File: config.mk
export PLATFORM = sky130hd
export DESIGN_NAME = tgi_ctrl
export DESIGN_NICKNAME = d
export VERILOG_FILES = /design/src/rtl/tgi_pkg.sv /design/src/rtl/tgi_ctrl.sv
export SDC_FILE = /design/constraint.sdc
export NUM_CORES = 1
export LEC_CHECK = 0
export ABC_AREA = 1
export BUFFER_PORTS_ARGS = -buffer_cell sky130_fd_sc_hd__buf_2
export CAP_MARGIN = 5
export CORE_MARGIN = 2
export CORE_UTILIZATION = 45
export CTS_BUF_LIST = sky130_fd_sc_hd__clkbuf_4
export DETAILED_ROUTE_END_ITERATION = 16
export PLACE_DENSITY = 0.81
export SYNTH_ARGS = -nofsm -noshare
export SYNTH_HDL_FRONTEND = slang
export SYNTH_SLANG_ARGS = --single-unit
File: constraint.sdc
create_clock -name clock -period 1.5 [get_ports clock]
set_input_delay 0.075 -clock clock [delete_from_list [all_inputs] [get_ports clock]]
set_output_delay 0.075 -clock clock [all_outputs]
set_load 0.02 [all_outputs]
File: src/rtl/tgi_pkg.sv
package tgi_pkg;

   localparam int GRID_DIM_DEFAULT = 16;
   localparam int SAMPLE_BITS = 16;
   localparam int FRAC_BITS = 8;
   localparam int POS_BITS = 12;
   localparam int IDX_BITS = 4;
   localparam int SIZE_BITS = 4;
   localparam int FACE_BITS = 2;
   localparam int WGT_BITS = POS_BITS + 1;
   localparam int CSR_INDEX_BITS = 2;
   localparam int CSR_DATA_BITS = 4;

   localparam logic OP_WRITE = 1'b0;
   localparam logic OP_QUERY = 1'b1;

   localparam logic [FACE_BITS-1:0] FACE_NONE = 2'd3;

   localparam logic [SIZE_BITS-1:0] SIZE_RESET = 4'd15;
   localparam logic CELL_CENTERED_RESET = 1'b1;

   localparam logic [1:0] TAP_LAST = 2'd2;
   localparam logic [1:0] KERN_LAST = 2'd2;

   typedef enum logic [CSR_INDEX_BITS-1:0] {
      CSR_SIZE_X,
      CSR_SIZE_Y,
      CSR_SIZE_Z,
      CSR_CELL_CENTERED
   } csr_index_type;

   typedef enum logic [1:0] {
      LVL_Z,
      LVL_Y,
      LVL_X
   } level_type;

   typedef struct packed {
      logic                          operation;
      logic [IDX_BITS-1:0]           write_x;
      logic [IDX_BITS-1:0]           write_y;
      logic [IDX_BITS-1:0]           write_z;
      logic signed [SAMPLE_BITS-1:0] sample_value;
      logic [POS_BITS-1:0]           pos_x;
      logic [POS_BITS-1:0]           pos_y;
      logic [POS_BITS-1:0]           pos_z;
      logic [FACE_BITS-1:0]          face_axis;
   } req_payload_type;

   typedef struct packed {
      logic        write_sample;
      logic        capture;
      logic        setup;
      logic        rd_en;
      logic [1:0]  rd_i;
      logic [1:0]  rd_j;
      logic [1:0]  rd_k;
      logic        kern_start;
      level_type   kern_level;
      logic        emit;
   } ctl_cmd_type;

endpackage

File: src/rtl/tgi_ctrl.sv
module tgi_ctrl (
   input  logic                 clock,
   input  logic                 reset,
   input  logic                 req_valid,
   input  logic                 req_operation,
   output logic                 req_ready,
   input  logic                 out_free,
   output tgi_pkg::ctl_cmd_type cmd
);

   typedef enum logic [2:0] {
      ST_IDLE,
      ST_SETUP,
      ST_READ,
      ST_DRAIN,
      ST_KZ,
      ST_KY,
      ST_KX,
      ST_OUT
   } state_type;

   state_type  state_ff, state_in;
   logic [1:0] i_ff, i_in;
   logic [1:0] j_ff, j_in;
   logic [1:0] k_ff, k_in;
   logic [1:0] cnt_ff, cnt_in;

   always_comb begin
      state_in = state_ff;
      i_in = i_ff;
      j_in = j_ff;
      k_in = k_ff;
      cnt_in = cnt_ff;
      cmd = '0;
      cmd.rd_i = i_ff;
      cmd.rd_j = j_ff;
      cmd.rd_k = k_ff;
      cmd.kern_level = tgi_pkg::LVL_Z;
      unique case (state_ff)
         ST_IDLE: begin
            if (req_valid) begin
               if (req_operation == tgi_pkg::OP_QUERY) begin
                  cmd.capture = 1'b1;
                  state_in = ST_SETUP;
               end else begin
                  cmd.write_sample = 1'b1;
               end
            end
         end
         ST_SETUP: begin
            cmd.setup = 1'b1;
            i_in = '0;
            j_in = '0;
            k_in = '0;
            state_in = ST_READ;
         end
         ST_READ: begin
            cmd.rd_en = 1'b1;
            if (k_ff == tgi_pkg::TAP_LAST) begin
               k_in = '0;
               state_in = ST_DRAIN;
            end else begin
               k_in = k_ff + 2'd1;
            end
         end
         ST_DRAIN: begin
            cnt_in = '0;
            state_in = ST_KZ;
         end
         ST_KZ: begin
            cmd.kern_start = (cnt_ff == '0);
            cmd.kern_level = tgi_pkg::LVL_Z;
            if (cnt_ff == tgi_pkg::KERN_LAST) begin
               cnt_in = '0;
               if (j_ff == tgi_pkg::TAP_LAST) begin
                  j_in = '0;
                  state_in = ST_KY;
               end else begin
                  j_in = j_ff + 2'd1;
                  state_in = ST_READ;
               end
            end else begin
               cnt_in = cnt_ff + 2'd1;
            end
         end
         ST_KY: begin
            cmd.kern_start = (cnt_ff == '0);
            cmd.kern_level = tgi_pkg::LVL_Y;
            if (cnt_ff == tgi_pkg::KERN_LAST) begin
               cnt_in = '0;
               if (i_ff == tgi_pkg::TAP_LAST) begin
                  i_in = '0;
                  state_in = ST_KX;
               end else begin
                  i_in = i_ff + 2'd1;
                  state_in = ST_READ;
               end
            end else begin
               cnt_in = cnt_ff + 2'd1;
            end
         end
         ST_KX: begin
            cmd.kern_start = (cnt_ff == '0);
            cmd.kern_level = tgi_pkg::LVL_X;
            if (cnt_ff == tgi_pkg::KERN_LAST) begin
               cnt_in = '0;
               state_in = ST_OUT;
            end else begin
               cnt_in = cnt_ff + 2'd1;
            end
         end
         ST_OUT: begin
            if (out_free) begin
               cmd.emit = 1'b1;
               state_in = ST_IDLE;
            end
         end
      endcase
   end

   assign req_ready = (state_ff == ST_IDLE);

   always_ff @(posedge clock) begin
      if (reset) begin
         state_ff <= ST_IDLE;
         i_ff <= '0;
         j_ff <= '0;
         k_ff <= '0;
         cnt_ff <= '0;
      end else begin
         state_ff <= state_in;
         i_ff <= i_in;
         j_ff <= j_in;
         k_ff <= k_in;
         cnt_ff <= cnt_in;
      end
   end

endmodule

## Word level (Yosys, flattened, before mapping)

Index checks and enable logic that the tools add are counted.

- Input bits: 5
- Bits in registers: 11

- Eq/ne operators: 18
- Add/subtract/negate cells: 4
- Multiplexer cells: 29
- Reductions and logical operators: 10

Operators with widths:

| cell | number |
|---|---|
| 3-bit 2-to-1 mux | 9 |
| 3-bit case mux with 8 select lines | 1 |
| 2-bit 2-to-1 mux | 8 |
| 2-bit case mux with 2 select lines | 4 |
| 2-bit inequality test (second input constant) | 7 |
| 3-bit == test (second input constant) | 4 |
| 3-bit case mux with 3 select lines | 1 |
| 2-bit by 1-bit adder with 2-bit output (second input constant) | 4 |
| 2-bit == test (second input constant) | 4 |
| 2-bit nonzero test | 4 |
| 7-bit AND reduction | 1 |
| 3-bit by 2-bit == test with 1-bit output (second input constant) | 2 |
| 1-bit 2-to-1 mux | 6 |
| 2-bit AND reduction | 2 |
| 3-bit by 1-bit == test with 1-bit output (second input constant) | 1 |
| 3-bit zero test | 1 |
| 3-bit OR reduction | 1 |
| 2-bit zero test | 1 |

## Longest topological paths before layout

Gate-level depths: netlist of the first run.

- Word-level depth: 4
- Gate-level depth with buffers: 9

## Worst setup path after synthesis of the first run

No wires, ideal clock.

- Path kind: flip-flop to output port
- From: reg state_ff[0]
- To: out cmd[13] (netlist bit)
- Slack: 255 ps
- Arrival: 1170 ps
- Stages on the path, launching flop included: 7
- Cell sequence: dfxtp_1 -> buf_6 -> nor2_2 -> nand2_1 -> inv_1 -> nand2_1 -> nor2_1

RTL lines:

| what | line | text |
|---|---|---|
| start, declared | tgi_ctrl.sv:22 | `state_type state_ff, state_in;` |
| start signal, assigned | tgi_ctrl.sv:131 | `state_ff <= state_in;` |
| end, declared | tgi_ctrl.sv:8 | `output tgi_pkg::ctl_cmd_type cmd` |

==> impl_metrics.env, run 1 <==
export IMPL_status="finished, final reports clean"
export IMPL_path_class="register to output pin"
export IMPL_drive_above_1_share=0.2500
export IMPL_worstMarginPinSlew_ps=291.8
export IMPL_synth_yosys_seq_area_share=0.3315
export IMPL_period_needed_ps=1389
export IMPL_fin_cells=147
export IMPL_routed_via_density=5.102
export IMPL_busiest_layer="met2"
export IMPL_netlist_top_cell_by_area="dfxtp_1"
export IMPL_ios=20
export IMPL_cts_tree="yes"
export IMPL_netSwitchingFraction=0.4816
export IMPL_start_util=0.4981
export IMPL_critPathSlowestCell="dfxtp_1"
export IMPL_cpPeakStageDelay_ps=490
export IMPL_pwr_share_clk=0.166
export IMPL_die_area_um2=1800
export IMPL_ys_types=19
export IMPL_antenna_found_initial=0
export IMPL_clock_sinks=11
export IMPL_crit_path_cell_trace="inv_2, nand2_1, inv_1, nand2_1, nor2_1, buf_2"
export IMPL_ys_top_cells_by_area="dfxtp_1 33%, nand2_1 17%, inv_1 9.0%"
export IMPL_crit_path_max_fanout=8
export IMPL_cap_violations=0
export IMPL_num_antenna_cells=0
export IMPL_fin_skew_ps=4.646
export IMPL_switchingPower_uw=659.6
export IMPL_yosysWarnings=0
export IMPL_first_pass_iters=4
export IMPL_grt_start_max_net_pins=9
export IMPL_hold_violations=0
export IMPL_cts_buffers=3
export IMPL_seq_power_share=0.330
export IMPL_hold_class="primary input to register"
export IMPL_root_buffer="clkbuf_4"
export IMPL_grt_use_met3=0.02586
export IMPL_finalSetupViolations=0
export IMPL_place_ws_ps=229.0
export IMPL_arrival_ps=1310
export IMPL_tns_ps=0
export IMPL_path_buf_inv=3
export IMPL_slew_viol_final=0
export IMPL_hpwl_um=1097
export IMPL_core_um2=1334
export IMPL_p_comb_frac=0.504
export IMPL_start_kind="register"
export IMPL_slew_headroom=0.8052
export IMPL_vias=750
export IMPL_layout_commonest_cell="nand2_1"
export IMPL_rows=13
export IMPL_end_kind="output pin"
export IMPL_gp_congestion=0.7866
export IMPL_io_buffers=19
export IMPL_final_nets=138
export IMPL_die_w_um=42.43
export IMPL_power_density_nw_per_um2=1697
export IMPL_syn_area_per_cell_um2=6.040
export IMPL_clk_pin_slew_ps=70
export IMPL_worst_r2r_setup_slack_ps=220
export IMPL_synth_top_cell_area_share=0.3315
export IMPL_antenna_left=0
export IMPL_netlist_instances=110
export IMPL_p_total_uw=1370
export IMPL_worst_slack_ps=111.2
export IMPL_cp_top_family="flip-flops"
export IMPL_max_freq_mhz=720.1
export IMPL_area_growth_pct=21.47
export IMPL_wl_per_cell_um=9.340
export IMPL_grt_pass1_wl_um=2359
export IMPL_gr_usage_met2=0.2646
export IMPL_rsz0062_at_grt="false"
export IMPL_routed_wl_um=1373
export IMPL_peakVddDrop_mv=0.7248
export IMPL_layout_cells_most_common_list="30 x nand2_1, 19 x buf_2, 16 x inv_1"
export IMPL_ys_ff_latch=11
export IMPL_clock_latency_ps=270
export IMPL_intPower_uw=710.0
export IMPL_drc=0
export IMPL_grt_pass1_vias=601
export IMPL_clock_path_buffers=2
export IMPL_gr_total_overflow=0
export IMPL_grt_usage=0.1699
export IMPL_crit_top_cell="nand2_1"
export IMPL_placedCellCount=142
export IMPL_cts_htree_levels=1
export IMPL_use_met1=0.2219
export IMPL_required_ps=1420
export IMPL_synth_net_count=115
export IMPL_leakage_uw=0.0004387
export IMPL_drt_iter0_markers=15
export IMPL_fin_crit_sh=0.9259
export IMPL_die_height_um=42.43
export IMPL_syn_area_um2=664.4
-- metrics by stage --
stage / area, um2 / hold WS (ps) / utilization
floorplan: 664.4 / 144.1 / -
global placement: 759.5 / 279.8 / 0.5694
detailed placement: 759.5 / 285.2 / 0.5694
CTS: 799.5 / 261.4 / 0.5994
global route: 807.0 / 302.8 / 0.6051
finish: 807.0 / 267.3 / 0.6051
-- power by group through the flow --
stage | clock, uW | sequential [uW] | combinational (uW)
final | 227 | 452 | 690
after global placement | 0 | 440 | 673
after detailed placement | 0 | 446 | 685
after CTS | 229 | 440 | 688
after floorplan | 0 | 425 | 566
after global routing | 242 | 464 | 783
-- synthesized netlist by cell type (all sizes together) --
cell type / instances
o21bai: 1
nand4: 2
a21oi: 7
nor2: 17
nor3: 6
nand3b: 1
o21ai: 6
dfxtp: 11
inv: 19
nand3: 7
buf: 2
nand2: 31
-- flip-flops by register name (all words and copies together), names as in the netlist --
name / flops
state_ff: 3
k_ff: 2
cnt_ff: 2
j_ff: 2
i_ff: 2
-- worst register-to-register path, cell delays in order (launching register included) --
cell and delay (ps):
dfxtp_1 490, inv_2 130, nand3_1 130, nand2_1 90, nor2_1 180, nand2_1 70
nand2_1 60, nor2_1 30
-- kinds of logic after synthesis --
family / Yosys count / synth area share
AO/OA/AOI/OAI: 14 / 0.1149
buffers and inverters: 21 / 0.1356
flip-flops: 11 / 0.3314
AND/OR/NAND/NOR: 64 / 0.4181
-- final timing paths --
path / cells past startpoint / from / endpoint
max reg2reg: 7 / state_ff[2] / state_ff[0]
min: 5 / req_valid / state_ff[2]
min reg2reg: 2 / j_ff[1] / j_ff[1]
max: 6 / state_ff[2] / cmd[13]
-- cell type report --
| cell class | count | area [um2] |
|---|---|---|
| Fill cell | 132 | 526.8 |
| Multi-Input combinational cell | 78 | 359.1 |
| Tap cell | 15 | 18.77 |
| Timing Repair Buffer | 20 | 105.1 |
| Sequential cell | 11 | 222.7 |
| Inverter | 19 | 71.32 |
| Clock buffer | 4 | 30.03 |
-- what timing repair did --
item / CTS / global route
hold endpoints to repair: 1 / 0
endpoints found under the setup margin: 0 / 2
setup buffers: 0 / 0
gates resized for setup: 0 / 3
hold buffers: 1 / 0
-- layer usage --
layer  up-vias  wire (um)
li1        390          -
met1       329        605
met2        26        628
met3         5        102
met4         0         36
met5         -          0
Power figures use the tool's default switching activity.
==> run 2, diff against run 1 <==
CORE_MARGIN = 8   (was 2)
==> run 2 against run 1 <==
Against the previous run: count of clock-buffer cells in the layout decreased by 1; critical endpoint unchanged; critical path depth unchanged; clock skew increased by 4.1 ps; total power decreased by 1.1%; final area decreased by 0.16%; via count decreased by 3.9%; register-to-register slack about the same; non-clock buffer count unchanged; setup slack improved by 0.89 ps; hold slack improved by 7.8 ps; fmax about the same.
==> impl_metrics.env, run 2 (synthesized netlist as in run 1, its figures left out) <==
export IMPL_vias=721
export IMPL_die_w_um=54.43
export IMPL_layout_commonest_cell="nand2_1"
export IMPL_grt_pass1_wl_um=2477
export IMPL_period_needed_ps=1388
export IMPL_slew_headroom=0.7982
export IMPL_routed_via_density=4.872
export IMPL_largest_register="state_ff"
export IMPL_gr_total_overflow=0
export IMPL_hold_class="primary input to register"
export IMPL_clk_pin_slew_ps=70
export IMPL_cpPeakStageDelay_ps=500
export IMPL_hpwl_um=1259
export IMPL_p_total_uw=1355
export IMPL_antenna_left=0
export IMPL_first_pass_iters=4
export IMPL_end_kind="output pin"
export IMPL_root_buffer="clkbuf_4"
export IMPL_clock_sinks=11
export IMPL_drc=0
export IMPL_die_area_um2=2962
export IMPL_num_antenna_cells=0
export IMPL_place_ws_ps=231.4
export IMPL_hold_ws_ps=275.1
export IMPL_start_kind="register"
export IMPL_fin_skew_ps=8.748
export IMPL_arrival_ps=1310
export IMPL_io_buffers=19
export IMPL_peakVddDrop_mv=0.7227
export IMPL_start_util=0.4625
export IMPL_drt_iter0_markers=17
export IMPL_required_ps=1420
export IMPL_worst_slack_ps=112.1
export IMPL_seq_area_um2=222.7
export IMPL_slew_viol_final=0
export IMPL_final_nets=138
export IMPL_core_um2=1436
export IMPL_antenna_found_initial=0
export IMPL_ios=20
export IMPL_routed_wl_um=1554
export IMPL_worstMarginPinSlew_ps=302.3
export IMPL_largest_register_ffs=3
export IMPL_cts_htree_levels=1
export IMPL_clock_latency_ps=270
export IMPL_crit_path_cell_trace="inv_2, nand2_1, inv_1, nand2_1, nor2_1, buf_2"
export IMPL_cts_tree="yes"
export IMPL_multi_input_area_um2=359.1
export IMPL_path_class="register to output pin"
export IMPL_rows=14
export IMPL_cts_buffers=3
export IMPL_status="finished, final reports clean"
export IMPL_tns_ps=0
export IMPL_wl_per_cell_um=10.50
export IMPL_gp_congestion=0.8134
export IMPL_cap_violations=0
export IMPL_critPathSlowestCell="dfxtp_1"
export IMPL_hold_violations=0
export IMPL_crit_top_cell="nand2_1"
export IMPL_grt_start_max_net_pins=9
export IMPL_area_growth_pct=21.28
export IMPL_grt_usage=0.1097
export IMPL_fin_area_um2=805.8
export IMPL_drive_above_1_share=0.2500
export IMPL_layout_cells_most_common_list="30 x nand2_1, 19 x buf_2, 16 x inv_1"
export IMPL_place_area_um2=760.7
export IMPL_max_freq_mhz=720.5
export IMPL_crit_path_max_fanout=8
export IMPL_finalSetupViolations=0
export IMPL_leakage_uw=0.0004380
export IMPL_power_density_nw_per_um2=1681
export IMPL_fill_cells=157
export IMPL_clock_path_buffers=2
export IMPL_cts_setup_buffers=0
export IMPL_grt_pass1_vias=648
export IMPL_die_height_um=54.43
export IMPL_fin_crit_sh=0.9253
-- run 2: changes by cell type in the layout (fill, tap and decap cells not counted), sizes merged --
cell and change:
clkinv +1, clkbuf -1
-- run 2: final timing paths --
kind | from | slack [ps] | cells past startpoint | to
max | state_ff[2] | 110 | 6 | cmd[13]
min | req_valid | 280 | 5 | state_ff[2]
max reg2reg | state_ff[2] | 220 | 7 | state_ff[0]
min reg2reg | j_ff[1] | 510 | 2 | j_ff[1]
-- run 2: repair_timing --
action	in CTS	in global routing
endpoints found under the hold margin	2	0
gates resized for setup	0	3
hold buffers	1	0
setup endpoints to repair	0	2
-- run 2: worst max-delay path, delay by kind of cell (launching register included) --
kind | cells | cell delay, ps
AND/OR/NAND/NOR | 3 | 210
buffers and inverters | 3 | 340
flip-flops | 1 | 500
-- run 2: area by class of cell --
class | instances | area share
Clock buffer | 3 | 0.02795
Clock inverter | 1 | 0.006211
Inverter | 19 | 0.08851
Multi-Input combinational cell | 78 | 0.4457
Sequential cell | 11 | 0.2764
Tap cell | 16 | 0.02484
Timing Repair Buffer | 20 | 0.1304
-- run 2: stage by stage --
| stage | std cells | utilization |
|---|---|---|
| finish | 148 | 0.5610 |
| detailed placement | 143 | 0.5296 |
| global placement | 143 | 0.5296 |
| CTS | 148 | 0.5557 |
| global route | 148 | 0.5610 |
| floorplan | 110 | - |
-- run 2: layer usage --
layer	track usage	routed length (um)	vias up	share of wire
li1	-	-	386	-
met1	0.1244	695	316	0.45
met2	0.1908	766	17	0.49
met3	0.01630	85	2	0.055
met4	0.06148	6	0	0.0039
met5	0	0	-	0
-- run 2: power breakdown --
group,internal (uW),leakage (uW),switching (uW)
logic,232,0.000330,468
clock network,98.6,0.0000177,104
registers,357,0.0000901,95.0
==> run 3, diff against run 2 <==
CORE_ASPECT_RATIO = 0.9   (was default)
CORE_MARGIN = default   (was 8)
==> run 3 against run 2 <==
Against the previous run: setup slack about the same; final cell count is 1.4% lower; hold slack worse by 5.2 ps; final area is 0.78% lower; fmax about the same; flip-flop and latch count stayed put; wire length fell by 15%.
==> impl_metrics.env, run 3 (synthesized netlist as in run 1, its figures left out) <==
export IMPL_status="finished, final reports clean"
export IMPL_end_kind="output pin"
export IMPL_gp_congestion=0.7829
export IMPL_peakVddDrop_mv=0.6386
export IMPL_use_met1=0.2045
export IMPL_slew_viol_final=0
export IMPL_max_freq_mhz=720.5
export IMPL_hold_class="primary input to register"
export IMPL_rsz0062_at_grt="false"
export IMPL_grt_pass1_wl_um=2063
export IMPL_hold_violations=0
export IMPL_ios=20
export IMPL_busiest_layer="met2"
export IMPL_cts_htree_levels=1
export IMPL_gr_usage_met2=0.2808
export IMPL_critPathSlowestCell="dfxtp_1"
export IMPL_core_um2=1306
export IMPL_first_pass_iters=4
export IMPL_grt_start_max_net_pins=9
export IMPL_gr_total_overflow=0
export IMPL_antenna_left=0
export IMPL_path_buf_inv=2
export IMPL_area_growth_pct=20.34
export IMPL_num_antenna_cells=0
export IMPL_io_buffers=19
export IMPL_fin_skew_ps=5.426
export IMPL_final_nets=138
export IMPL_crit_path_max_fanout=8
export IMPL_fin_cells=146
export IMPL_antenna_found_initial=0
export IMPL_wl_per_cell_um=9.014
export IMPL_slew_headroom=0.8017
export IMPL_routed_wl_um=1316
export IMPL_tns_ps=0
export IMPL_leakage_uw=0.0004369
export IMPL_hpwl_um=1055
export IMPL_path_class="register to output pin"
export IMPL_place_area_um2=758.2
export IMPL_worstMarginPinSlew_ps=297.1
export IMPL_largest_register="state_ff"
export IMPL_drc=0
export IMPL_clk_pin_slew_ps=60
export IMPL_post_route_util=0.6121
export IMPL_placedCellCount=141
export IMPL_power_density_nw_per_um2=1671
export IMPL_routed_via_density=4.952
export IMPL_fin_crit_sh=0.9252
export IMPL_required_ps=1420
export IMPL_clock_sinks=11
export IMPL_clock_path_buffers=2
export IMPL_drt_iter0_markers=10
export IMPL_rows=12
export IMPL_cts_setup_buffers=0
export IMPL_cpPeakStageDelay_ps=490
export IMPL_start_util=0.5086
export IMPL_layout_cells_most_common_list="30 x nand2_1, 19 x buf_2, 16 x inv_1"
export IMPL_clock_latency_ps=260
export IMPL_start_kind="register"
export IMPL_cap_violations=0
export IMPL_vias=723
export IMPL_die_height_um=38.45
export IMPL_period_needed_ps=1388
export IMPL_fin_area_um2=799.5
export IMPL_finalSetupViolations=0
export IMPL_grt_use_met3=0.05660
export IMPL_root_buffer="clkbuf_4"
export IMPL_drive_above_1_share=0.2424
export IMPL_cp_top_family="flip-flops"
export IMPL_die_w_um=42.50
export IMPL_cts_buffers=3
export IMPL_grt_pass1_vias=553
export IMPL_arrival_ps=1310
export IMPL_grt_usage=0.1760
export IMPL_largest_register_ffs=3
export IMPL_die_area_um2=1634
export IMPL_layout_commonest_cell="nand2_1"
export IMPL_cts_tree="yes"
export IMPL_crit_path_cell_trace="inv_2, nor3_1, buf_2"
==> run 3: cell types whose count changed in the layout (fill, tap and decap cells not counted), sizes merged <==
cell,previous run,this run
clkbuf,3,4
clkinv,1,0
==> run 3: cell type report <==
class,count,area [um2]
fillers,123,506.7
multi-input cells,78,354.1
flip-flops and latches,11,221.5
repair buffers,20,105.1
inverters,19,71.32
clock buffers,4,30.03
well taps,14,17.52
==> run 3: report_power, final <==
group / leakage, uW / total [uW] / internal (uW) / switching [uW]
Sequential: 0.0000898 / 440 / 355 / 85.3
Combinational: 0.000329 / 680 / 226 / 454
Clock: 0.0000184 / 216 / 121 / 94.7
==> run 3: what timing repair did <==
action / in CTS / in global routing
setup endpoints to repair: 0 / 2
gates resized for setup: 0 / 1
hold endpoints to repair: 2 / 0
hold buffers: 1 / 0
==> run 3: final timing paths <==
kind | depth (start not counted) | to | startpoint | slack (ps)
worst max register to register | 7 | state_ff[0] | state_ff[2] | 220
worst min-delay path | 5 | state_ff[2] | req_valid | 270
worst min register to register | 2 | j_ff[1] | j_ff[1] | 510
worst max-delay path | 3 | cmd[0] | state_ff[2] | 110
==> run 3: layer usage <==
| layer | vias to the layer above | wire length (um) |
|---|---|---|
| met5 | - | 0 |
| met4 | 0 | 11 |
| li1 | 392 | - |
| met1 | 305 | 620 |
| met2 | 24 | 601 |
| met3 | 2 | 82 |
==> run 3: stage by stage <==
stage | hold slack (ps) | power, uW | setup WS (ps)
2_1_floorplan | 144.1 | 990.6 | 254.6
3_3_place_gp | 281.4 | 1105 | 290.9
3_5_place_dp | 285.3 | 1123 | 214.6
4_1_cts | 265.6 | 1345 | 49.84
5_1_grt | 295.2 | 1461 | 12.60
6_report | 269.8 | 1336 | 112.1
==> run 3: worst min-delay path: cells and delay by family <==
| kind | cells | cell delay, ps |
|---|---|---|
| AND/OR/NAND/NOR | 3 | 260 |
| buffers and inverters | 1 | 100 |
| AO/OA/AOI/OAI | 1 | 40 |
